==> src/design/mer_pkg.sv <==
// shared types and constants for the midpoint ellipse rasterizer
package mer_pkg;

	localparam int DEC_BITS = 48;

	typedef logic [DEC_BITS-1:0] dec_t;

	localparam logic KIND_START = 1'b0;
	localparam logic KIND_STEP  = 1'b1;

	localparam logic [1:0] LAST_IDX = 2'd3;

	typedef enum logic [4:0] {
		ST_IDLE,
		ST_SQA,
		ST_SQB,
		ST_AB,
		ST_INIT,
		ST_R1L,
		ST_R1R,
		ST_R1C,
		ST_R1B,
		ST_R1D,
		ST_T1,
		ST_T2,
		ST_T3,
		ST_T4,
		ST_T5,
		ST_T6,
		ST_R2A,
		ST_R2B,
		ST_R2C,
		ST_R2D,
		ST_EMIT
	} state_t;

	// operand pairs for the shared multiplier
	typedef enum logic [3:0] {
		M_A_A,
		M_B_B,
		M_AA_B,
		M_BB_X1,
		M_AA_2YM1,
		M_BB_2X3,
		M_AA_YM1,
		M_TX_TX,
		M_TY_TY,
		M_BB_TMP,
		M_AA_TMP,
		M_AA_BB,
		M_AA_Y,
		M_AA_3
	} mul_sel_t;

	typedef enum logic [1:0] {
		ACC_NONE,
		ACC_LOAD,
		ACC_ADD,
		ACC_SUB
	} acc_op_t;

	typedef enum logic [1:0] {
		SH_0,
		SH_2,
		SH_3
	} acc_sh_t;

	typedef struct packed {
		logic      in_ready;
		mul_sel_t  mul_sel;
		acc_op_t   acc_op;
		acc_sh_t   acc_sh;
		logic      ld_aa;
		logic      ld_bb;
		logic      ld_tmp;
		logic      inc_x;
		logic      dec_y;
		logic      set_r2;
		logic      emit_valid;
		logic      emit_last;
		logic      run_end;
		logic [1:0] pt_idx;
	} ctrl_t;

	typedef struct packed {
		logic lt;
		logic dec_pos;
		logic active;
		logic in_r2;
	} status_t;

endpackage

==> src/design/mer_mul.sv <==
// shared multiplier with registered product
module mer_mul #(
	parameter int MW = 22
) (
	input  logic            clk,
	input  logic [MW-1:0]   op_a,
	input  logic [MW-1:0]   op_b,
	output logic [2*MW-1:0] prod_q
);

	always_ff @(posedge clk) begin
		prod_q <= (2*MW)'(op_a) * (2*MW)'(op_b);
	end

endmodule

==> src/design/mer_acc.sv <==
// decision accumulator: load, add or subtract a shifted product
module mer_acc #(
	parameter int PW = 44
) (
	input  logic             clk,
	input  logic             arst_n,
	input  mer_pkg::acc_op_t acc_op,
	input  mer_pkg::acc_sh_t acc_sh,
	input  logic [PW-1:0]    prod,
	output logic             dec_pos
);

	mer_pkg::dec_t dec_q;
	mer_pkg::dec_t prod_ext;
	mer_pkg::dec_t addend;

	assign prod_ext = mer_pkg::dec_t'(prod);

	always_comb begin
		unique case (acc_sh)
			mer_pkg::SH_2: addend = prod_ext << 2;
			mer_pkg::SH_3: addend = prod_ext << 3;
			default:       addend = prod_ext;
		endcase
	end

	always_ff @(posedge clk or negedge arst_n) begin
		if (!arst_n) begin
			dec_q <= '0;
		end else begin
			unique case (acc_op)
				mer_pkg::ACC_LOAD: dec_q <= addend;
				mer_pkg::ACC_ADD:  dec_q <= dec_q + addend;
				mer_pkg::ACC_SUB:  dec_q <= dec_q - addend;
				default:           dec_q <= dec_q;
			endcase
		end
	end

	// strictly positive in two's complement
	assign dec_pos = (dec_q != '0) && !dec_q[mer_pkg::DEC_BITS-1];

endmodule

==> src/design/mer_seq.sv <==
// sequencer driving the shared multiplier and accumulator
module mer_seq (
	input  logic             clk,
	input  logic             arst_n,
	input  logic             in_valid,
	input  logic             in_kind,
	input  logic             out_ready,
	input  mer_pkg::status_t status,
	output mer_pkg::ctrl_t   ctrl
);

	mer_pkg::state_t state_q;
	mer_pkg::state_t state_d;
	logic [1:0]      idx_q;
	logic            pos_q;

	always_ff @(posedge clk or negedge arst_n) begin
		if (!arst_n) begin
			state_q <= mer_pkg::ST_IDLE;
			idx_q   <= '0;
			pos_q   <= 1'b0;
		end else begin
			state_q <= state_d;
			// sign of the decision before this step's update
			if (state_q == mer_pkg::ST_R1C || state_q == mer_pkg::ST_R2A) begin
				pos_q <= status.dec_pos;
			end
			if (ctrl.emit_valid && out_ready) begin
				idx_q <= idx_q + 2'd1;
			end
		end
	end

	always_comb begin
		state_d         = state_q;
		ctrl            = '0;
		ctrl.mul_sel    = mer_pkg::M_A_A;
		ctrl.acc_op     = mer_pkg::ACC_NONE;
		ctrl.acc_sh     = mer_pkg::SH_0;
		ctrl.pt_idx     = idx_q;
		unique case (state_q)
			mer_pkg::ST_IDLE: begin
				ctrl.in_ready = 1'b1;
				if (in_valid) begin
					if (in_kind == mer_pkg::KIND_START) begin
						state_d = mer_pkg::ST_SQA;
					end else if (status.active) begin
						state_d = status.in_r2 ? mer_pkg::ST_R2A : mer_pkg::ST_R1L;
					end
				end
			end
			// start: d = aa + 4bb - 4aa*b
			mer_pkg::ST_SQA: begin
				ctrl.mul_sel = mer_pkg::M_A_A;
				state_d      = mer_pkg::ST_SQB;
			end
			mer_pkg::ST_SQB: begin
				ctrl.ld_aa   = 1'b1;
				ctrl.acc_op  = mer_pkg::ACC_LOAD;
				ctrl.mul_sel = mer_pkg::M_B_B;
				state_d      = mer_pkg::ST_AB;
			end
			mer_pkg::ST_AB: begin
				ctrl.ld_bb   = 1'b1;
				ctrl.acc_op  = mer_pkg::ACC_ADD;
				ctrl.acc_sh  = mer_pkg::SH_2;
				ctrl.mul_sel = mer_pkg::M_AA_B;
				state_d      = mer_pkg::ST_INIT;
			end
			mer_pkg::ST_INIT: begin
				ctrl.acc_op = mer_pkg::ACC_SUB;
				ctrl.acc_sh = mer_pkg::SH_2;
				state_d     = mer_pkg::ST_EMIT;
			end
			// region one test: 2bb(x+1) < aa(2y-1)
			mer_pkg::ST_R1L: begin
				ctrl.mul_sel = mer_pkg::M_BB_X1;
				state_d      = mer_pkg::ST_R1R;
			end
			mer_pkg::ST_R1R: begin
				ctrl.ld_tmp  = 1'b1;
				ctrl.mul_sel = mer_pkg::M_AA_2YM1;
				state_d      = mer_pkg::ST_R1C;
			end
			mer_pkg::ST_R1C: begin
				ctrl.mul_sel = mer_pkg::M_BB_2X3;
				state_d      = status.lt ? mer_pkg::ST_R1B : mer_pkg::ST_T1;
			end
			mer_pkg::ST_R1B: begin
				ctrl.acc_op  = mer_pkg::ACC_ADD;
				ctrl.acc_sh  = mer_pkg::SH_2;
				ctrl.mul_sel = mer_pkg::M_AA_YM1;
				state_d      = mer_pkg::ST_R1D;
			end
			mer_pkg::ST_R1D: begin
				ctrl.acc_op = pos_q ? mer_pkg::ACC_SUB : mer_pkg::ACC_NONE;
				ctrl.acc_sh = mer_pkg::SH_3;
				ctrl.inc_x  = 1'b1;
				ctrl.dec_y  = pos_q;
				state_d     = mer_pkg::ST_EMIT;
			end
			// region two entry: d = bb(2x+1)^2 + 4aa(y-1)^2 - 4aa*bb
			mer_pkg::ST_T1: begin
				ctrl.mul_sel = mer_pkg::M_TX_TX;
				state_d      = mer_pkg::ST_T2;
			end
			mer_pkg::ST_T2: begin
				ctrl.ld_tmp  = 1'b1;
				ctrl.mul_sel = mer_pkg::M_TY_TY;
				state_d      = mer_pkg::ST_T3;
			end
			mer_pkg::ST_T3: begin
				ctrl.ld_tmp  = 1'b1;
				ctrl.mul_sel = mer_pkg::M_BB_TMP;
				state_d      = mer_pkg::ST_T4;
			end
			mer_pkg::ST_T4: begin
				ctrl.acc_op  = mer_pkg::ACC_LOAD;
				ctrl.mul_sel = mer_pkg::M_AA_TMP;
				state_d      = mer_pkg::ST_T5;
			end
			mer_pkg::ST_T5: begin
				ctrl.acc_op  = mer_pkg::ACC_ADD;
				ctrl.acc_sh  = mer_pkg::SH_2;
				ctrl.mul_sel = mer_pkg::M_AA_BB;
				state_d      = mer_pkg::ST_T6;
			end
			mer_pkg::ST_T6: begin
				ctrl.acc_op = mer_pkg::ACC_SUB;
				ctrl.acc_sh = mer_pkg::SH_2;
				ctrl.set_r2 = 1'b1;
				state_d     = mer_pkg::ST_R2A;
			end
			// region two step: d += 12aa - 8aa*y, plus 8bb(x+1) when not positive
			mer_pkg::ST_R2A: begin
				ctrl.mul_sel = mer_pkg::M_AA_Y;
				state_d      = mer_pkg::ST_R2B;
			end
			mer_pkg::ST_R2B: begin
				ctrl.acc_op  = mer_pkg::ACC_SUB;
				ctrl.acc_sh  = mer_pkg::SH_3;
				ctrl.mul_sel = mer_pkg::M_AA_3;
				state_d      = mer_pkg::ST_R2C;
			end
			mer_pkg::ST_R2C: begin
				ctrl.acc_op  = mer_pkg::ACC_ADD;
				ctrl.acc_sh  = mer_pkg::SH_2;
				ctrl.mul_sel = mer_pkg::M_BB_X1;
				state_d      = mer_pkg::ST_R2D;
			end
			mer_pkg::ST_R2D: begin
				ctrl.acc_op = pos_q ? mer_pkg::ACC_NONE : mer_pkg::ACC_ADD;
				ctrl.acc_sh = mer_pkg::SH_3;
				ctrl.inc_x  = !pos_q;
				ctrl.dec_y  = 1'b1;
				state_d     = mer_pkg::ST_EMIT;
			end
			mer_pkg::ST_EMIT: begin
				ctrl.emit_valid = 1'b1;
				ctrl.emit_last  = (idx_q == mer_pkg::LAST_IDX);
				if (out_ready && idx_q == mer_pkg::LAST_IDX) begin
					ctrl.run_end = 1'b1;
					state_d      = mer_pkg::ST_IDLE;
				end
			end
			default: begin
				state_d = mer_pkg::ST_IDLE;
			end
		endcase
	end

endmodule

==> src/design/midpoint_ellipse_rasterizer.sv <==
// midpoint ellipse rasterizer top level: state registers, operand select, output words
//
// input stream (s_*): one word per command. s_tuser is the kind (start or advance),
// s_tdata carries the two semi-axes. a start loads the axes and yields the four
// mirrored copies of (0,b); an advance runs one midpoint iteration and yields four
// mirrored points. an advance while idle yields nothing.
// output stream (m_*): four words per command, tlast on the fourth, tuser set on all
// four when y has reached 0, after which the ellipse is finished.
// all arithmetic goes through one registered multiplier and one accumulator under a
// sequencer, so the block takes one command at a time and s_tready is low meanwhile.
// the multiplier passes from accepted word to first result word depend on the command:
//   start, region-one step, step leaving region one, region-two step.
//   an advance while idle yields no words and leaves s_tready high, so the next
//   command can be taken in the following cycle. otherwise the four result words go
//   out, and the next command is taken in the cycle after the fourth goes out.
// a stalled receiver simply holds the current word; nothing is lost or dropped.
// reset clears the walker, the decision value and the active flag, so the block
// comes up idle and waits for a start.
module midpoint_ellipse_rasterizer #(
	parameter  int COORD_BITS = 10,
	localparam int S_W = ((2*COORD_BITS + 7) / 8) * 8,
	localparam int M_W = ((2*(COORD_BITS + 1) + 7) / 8) * 8
) (
	input  logic           clk,
	input  logic           arst_n,
	input  logic           s_tvalid,
	output logic           s_tready,
	input  logic [S_W-1:0] s_tdata,   // semi_axis_a, semi_axis_b
	input  logic           s_tuser,   // kind
	output logic           m_tvalid,
	input  logic           m_tready,
	output logic [M_W-1:0] m_tdata,   // point_x, point_y
	output logic           m_tlast,
	output logic           m_tuser    // ellipse_done
);

	localparam int C  = COORD_BITS;
	localparam int OW = COORD_BITS + 1;
	localparam int MW = 2*COORD_BITS + 2;
	localparam int PW = 2*MW;

	mer_pkg::ctrl_t   ctrl;
	mer_pkg::status_t status;
	logic             dec_pos;

	logic [C-1:0]    axis_a_q;
	logic [C-1:0]    axis_b_q;
	logic [2*C-1:0]  aa_q;
	logic [2*C-1:0]  bb_q;
	logic [PW-1:0]   tmp_q;
	logic [C-1:0]    cur_x_q;
	logic [C-1:0]    cur_y_q;
	logic            in_r2_q;
	logic            active_q;

	logic [MW-1:0]   op_a;
	logic [MW-1:0]   op_b;
	logic [PW-1:0]   prod;
	logic            in_acc;
	logic            start_acc;

	logic [MW-1:0]   x_e;
	logic [MW-1:0]   y_e;
	logic [MW-1:0]   aa_e;
	logic [MW-1:0]   bb_e;
	logic [OW-1:0]   px_e;
	logic [OW-1:0]   py_e;
	logic [OW-1:0]   point_x;
	logic [OW-1:0]   point_y;
	logic            neg_x;
	logic            neg_y;

	assign in_acc    = s_tvalid && s_tready;
	assign start_acc = in_acc && (s_tuser == mer_pkg::KIND_START);

	always_ff @(posedge clk or negedge arst_n) begin
		if (!arst_n) begin
			axis_a_q <= '0;
			axis_b_q <= '0;
			aa_q     <= '0;
			bb_q     <= '0;
			tmp_q    <= '0;
			cur_x_q  <= '0;
			cur_y_q  <= '0;
			in_r2_q  <= 1'b0;
			active_q <= 1'b0;
		end else begin
			if (start_acc) begin
				axis_a_q <= s_tdata[C-1:0];
				axis_b_q <= s_tdata[2*C-1:C];
				cur_x_q  <= '0;
				cur_y_q  <= s_tdata[2*C-1:C];
				in_r2_q  <= 1'b0;
				active_q <= 1'b1;
			end else begin
				if (ctrl.inc_x) begin
					cur_x_q <= cur_x_q + 1'b1;
				end
				if (ctrl.dec_y) begin
					cur_y_q <= cur_y_q - 1'b1;
				end
				if (ctrl.set_r2) begin
					in_r2_q <= 1'b1;
				end
				// the run that brings y to 0 ends the ellipse
				if (ctrl.run_end && cur_y_q == '0) begin
					active_q <= 1'b0;
				end
			end
			if (ctrl.ld_aa) begin
				aa_q <= prod[2*C-1:0];
			end
			if (ctrl.ld_bb) begin
				bb_q <= prod[2*C-1:0];
			end
			if (ctrl.ld_tmp) begin
				tmp_q <= prod;
			end
		end
	end

	assign x_e  = MW'(cur_x_q);
	assign y_e  = MW'(cur_y_q);
	assign aa_e = MW'(aa_q);
	assign bb_e = MW'(bb_q);

	always_comb begin
		op_a = MW'(axis_a_q);
		op_b = MW'(axis_a_q);
		unique case (ctrl.mul_sel)
			mer_pkg::M_A_A: begin
				op_a = MW'(axis_a_q);
				op_b = MW'(axis_a_q);
			end
			mer_pkg::M_B_B: begin
				op_a = MW'(axis_b_q);
				op_b = MW'(axis_b_q);
			end
			mer_pkg::M_AA_B: begin
				op_a = aa_e;
				op_b = MW'(axis_b_q);
			end
			mer_pkg::M_BB_X1: begin
				op_a = bb_e;
				op_b = x_e + 1'b1;
			end
			mer_pkg::M_AA_2YM1: begin
				op_a = aa_e;
				op_b = (y_e << 1) - 1'b1;
			end
			mer_pkg::M_BB_2X3: begin
				op_a = bb_e;
				op_b = (x_e << 1) + MW'(3);
			end
			mer_pkg::M_AA_YM1: begin
				op_a = aa_e;
				op_b = y_e - 1'b1;
			end
			mer_pkg::M_TX_TX: begin
				op_a = (x_e << 1) + 1'b1;
				op_b = (x_e << 1) + 1'b1;
			end
			mer_pkg::M_TY_TY: begin
				op_a = y_e - 1'b1;
				op_b = y_e - 1'b1;
			end
			mer_pkg::M_BB_TMP: begin
				op_a = bb_e;
				op_b = tmp_q[MW-1:0];
			end
			mer_pkg::M_AA_TMP: begin
				op_a = aa_e;
				op_b = tmp_q[MW-1:0];
			end
			mer_pkg::M_AA_BB: begin
				op_a = aa_e;
				op_b = bb_e;
			end
			mer_pkg::M_AA_Y: begin
				op_a = aa_e;
				op_b = y_e;
			end
			mer_pkg::M_AA_3: begin
				op_a = aa_e;
				op_b = MW'(3);
			end
			default: begin
				op_a = aa_e;
				op_b = bb_e;
			end
		endcase
	end

	mer_mul #(
		.MW(MW)
	) u_mul (
		.clk   (clk),
		.op_a  (op_a),
		.op_b  (op_b),
		.prod_q(prod)
	);

	mer_acc #(
		.PW(PW)
	) u_acc (
		.clk    (clk),
		.arst_n (arst_n),
		.acc_op (ctrl.acc_op),
		.acc_sh (ctrl.acc_sh),
		.prod   (prod),
		.dec_pos(dec_pos)
	);

	// region-one test, lhs held in tmp and doubled here
	assign status.lt      = {tmp_q, 1'b0} < {1'b0, prod};
	assign status.dec_pos = dec_pos;
	assign status.active  = active_q;
	assign status.in_r2   = in_r2_q;

	mer_seq u_seq (
		.clk      (clk),
		.arst_n   (arst_n),
		.in_valid (s_tvalid),
		.in_kind  (s_tuser),
		.out_ready(m_tready),
		.status   (status),
		.ctrl     (ctrl)
	);

	// mirror order: (x,y), (-x,-y), (-x,y), (x,-y)
	assign neg_x   = ctrl.pt_idx[0] ^ ctrl.pt_idx[1];
	assign neg_y   = ctrl.pt_idx[0];
	assign px_e    = OW'(cur_x_q);
	assign py_e    = OW'(cur_y_q);
	assign point_x = neg_x ? (OW'(0) - px_e) : px_e;
	assign point_y = neg_y ? (OW'(0) - py_e) : py_e;

	assign s_tready = ctrl.in_ready;
	assign m_tvalid = ctrl.emit_valid;
	assign m_tdata  = M_W'({point_y, point_x});
	assign m_tlast  = ctrl.emit_last;
	assign m_tuser  = (cur_y_q == '0);

endmodule

==> config.mk <==
export PLATFORM = sky130hd
export DESIGN_NAME = midpoint_ellipse_rasterizer
export DESIGN_NICKNAME = d
export VERILOG_FILES = /design/src/design/mer_pkg.sv /design/src/design/mer_mul.sv /design/src/design/mer_acc.sv /design/src/design/mer_seq.sv /design/src/design/midpoint_ellipse_rasterizer.sv
export SDC_FILE = /design/constraint.sdc
export NUM_CORES = 2
export LEC_CHECK = 0
export ABC_AREA = 1
export BUFFER_PORTS_ARGS = -buffer_cell sky130_fd_sc_hd__buf_2
export CORE_MARGIN = 2
export CORE_UTILIZATION = 45
export DETAILED_ROUTE_END_ITERATION = 7
export PLACE_DENSITY = 0.57
export SYNTH_ARGS = -nofsm -noshare
export SYNTH_HDL_FRONTEND = slang
export SYNTH_SLANG_ARGS = --single-unit
==> constraint.sdc <==
create_clock -name clk -period 12.4 [get_ports clk]
set_input_delay 0.62 -clock clk [delete_from_list [all_inputs] [get_ports clk]]
set_output_delay 0.62 -clock clk [all_outputs]
set_load 0.05 [all_outputs]
==> flow_metrics.tcl <==
set metrics [dict create \
    ys_seq_elements 226 \
    path_class "reg -> reg" \
    cp_slowest_cell "nand3_1" \
    synth-simple-area-share 0.257 \
    yosys-top-cells-count "1164 x nand2_1, 786 x inv_1, 478 x nor2_1, 397 x fa_1, 274 x nand3_1" \
    cts_tree "yes" \
    period_needed_ns 9.94 \
    n_antenna_cell 0 \
    synth.largest_area_cell "fa_1" \
    drv_cap 0 \
    cts_hold_buf 0 \
    dieArea_sq_um 76500 \
    wire_per_inst_um 20.7 \
    fin_skew_ns 0.0308 \
    fill_cells 7606 \
    cp.required_ns 12.88 \
    post_cts_buffers 0 \
    ant_nets 0 \
    grt_overflow 0 \
    drv_slew 0 \
    h-tree-depth 1 \
    dp_hpwl_um 93800 \
    grt_util_all_layers 0.308 \
    grt_pass1_vias 31041 \
    cts-root-buf "clkbuf_16" \
    syn-instance-count 4666 \
    drc 0 \
    syn-cell-area_sq_um 33400 \
    postLayoutCoreUtil 0.485 \
    synth_top_family_by_area "adder cells" \
    ys_seq_area_frac 0.163 \
    insertion_delay_ns 0.58 \
    rsz0062_at_grt "no" \
    grt_antenna_before_repair 0 \
    instances_no_fill 5619 \
    synthAdderAreaFrac 0.334 \
    firstDrtPassIters 6 \
    row_count 99 \
    clockBufferDepth 3 \
    portBuffers 50 \
    synth_mux_area_frac 0 \
    placedCellCount 5567 \
    synth_cell_types 56 \
    layout_setup_ws_ns 2.46 \
    synthFlopType "dfrtp_1" \
    cts-buffers-inserted 28 \
    critical_path_arrival_ns 10.42 \
    yosysWarnings 0 \
    die-height_um 277 \
    max_clock_freq_mhz 101 \
    finalCritPeriodShare 0.802 \
    status "complete, no violations" \
    dp_slack_ns 2.66 \
    path_clk_slew_ns 0.07 \
    fin_nets 5322 \
    vias 30781 \
    route.final.wire_length_um 116000 \
    synth_compound_area_frac 0.101 \
    hold_violations 0 \
    die_w_um 277 \
    grt_pass1_wl_um 183000 \
    cp-start-kind "flop" \
    crit_top_cell "fa_1" \
    worst_slew_pin_slew_ns 1.22 \
    synthTopCellsByArea "fa_1 24%, dfrtp_1 14%, nand2_1 13%" \
    synth_most_common_cell "nand2_1" \
    start_util 0.457 \
    syn_to_final_growth_pct 6.21 \
    fin_tns_setup_ns 0 \
    maxSlewHeadroom 0.181 \
    place_congestion 0.983 \
    grt_max_degree 89 \
    drt_iter0_drc 2849 \
    ctsResizeCount 0 \
    async_flop_share 0.805 \
    via_per_inst 5.48 \
    drive_above_1_share 0.0481 \
    hold_path_class "in -> async" \
    setup_violations 0 \
    yosysTopAreaCellShare 0.238 \
    coreArea_sq_um 73200 \
    synthXorXnorAreaFrac 0.0304 \
    ff2ff_path_depth 31 \
    synth_edf_count 0 \
    avgSynthCellArea_sq_um 7.16 \
    cts.sinks 226 \
    worst_setup_path_end_kind "flop" \
    slowest_delay_ns 0.84 \
    worstPathMaxFanout 19 \
    num_io_pins 57 \
]
## worst max-delay path, delay by kind of cell, from the launching register on
| kind | cells | cell delay, ns |
|---|---|---|
| AOI/OAI and AO/OA | 3 | 1.29 |
| DFF | 1 | 0.54 |
| xor gates and xnor gates | 1 | 0.18 |
| buffers and inverters | 7 | 0.78 |
| adders and majority gates | 8 | 3.93 |
| and+or+nand+nor | 12 | 3.09 |
## layer usage
metal	part of all wire	wire, um	global-route usage
met3	0.060	6950	0.0282
met4	0.048	5580	0.128
met2	0.46	53000	0.502
met5	0	0	0
met1	0.44	50900	0.421
## logic make-up after synthesis
group | count (synthesis)
adders and majority gates | 655
other | 1
AOI/OAI and AO/OA | 609
xor gates and xnor gates | 116
buffers and inverters | 976
and+or+nand+nor | 2083
DFF | 226
## layout by cell type, fill, tap and decap left out, types with 8 or more instances in the layout
cell type,n
nand2_1,1164
inv_1,786
nor2_1,477
fa_1,397
nand3_1,273
o21ai_0,267
ha_1,258
a21oi_1,191
dfrtp_1,182
xor2_1,78
nand4_1,58
buf_2,49
dfxtp_1,44
xnor2_1,38
buf_4,38
inv_2,35
nor3_1,34
clkbuf_16,28
a31oi_1,21
o22ai_1,20
nand2_2,18
o21a_1,18
o211ai_1,17
o221ai_1,16
nor4_1,15
o21ai_1,12
or2_1,12
a21o_1,11
o21bai_1,9
clkbuf_8,9
clkinv_1,8
## flip-flops by register name, summed over array words and instances (netlist names)
register       flops
u_acc.dec_q       48
axis_b_q          10
cur_x_q           10
aa_q              20
u_seq.idx_q        2
bb_q              20
in_r2_q            1
u_seq.pos_q        1
u_seq.state_q      5
tmp_q             44
u_mul.prod_q      44
active_q           1
cur_y_q           10
axis_a_q          10
## cell type report
| type | count | area [sq um] | area share |
|---|---|---|---|
| clock buffers | 36 | 811 | 0.0228 |
| clock inverters | 16 | 203 | 0.00571 |
| inverters | 829 | 3110 | 0.0877 |
| multi-input cells | 3465 | 24200 | 0.682 |
| flip-flops and latches | 226 | 5440 | 0.153 |
| well taps | 959 | 1200 | 0.0338 |
| repair buffers | 88 | 544 | 0.0153 |
## metrics by stage
step	hold slack [ns]	area, sq um
floorplan	0.324	33400
detailed placement	0.466	34500
global placement	0.461	34500
CTS	0.0847	35500
global route	0.117	35500
finish	0.0685	35500
## final timing paths
| kind | start | end | slack, ns |
|---|---|---|---|
| worst max register to register | u_seq.state_q[4] | u_mul.prod_q[29] | 2.46 |
| worst min-delay path | arst_n | cur_x_q[9] | 0.07 |
| worst max-delay path | u_seq.state_q[4] | u_mul.prod_q[29] | 2.46 |
| min in group clk | s_tdata[1] | axis_a_q[1] | 0.23 |
| worst min register to register | aa_q[6] | aa_q[6] | 0.48 |
| max in group asynchronous | arst_n | u_acc.dec_q[46] | 11.05 |
Power is left out: the tool's default activity adds up to more than one toggle a clock period on the data nets, which glitch-free logic cannot reach.
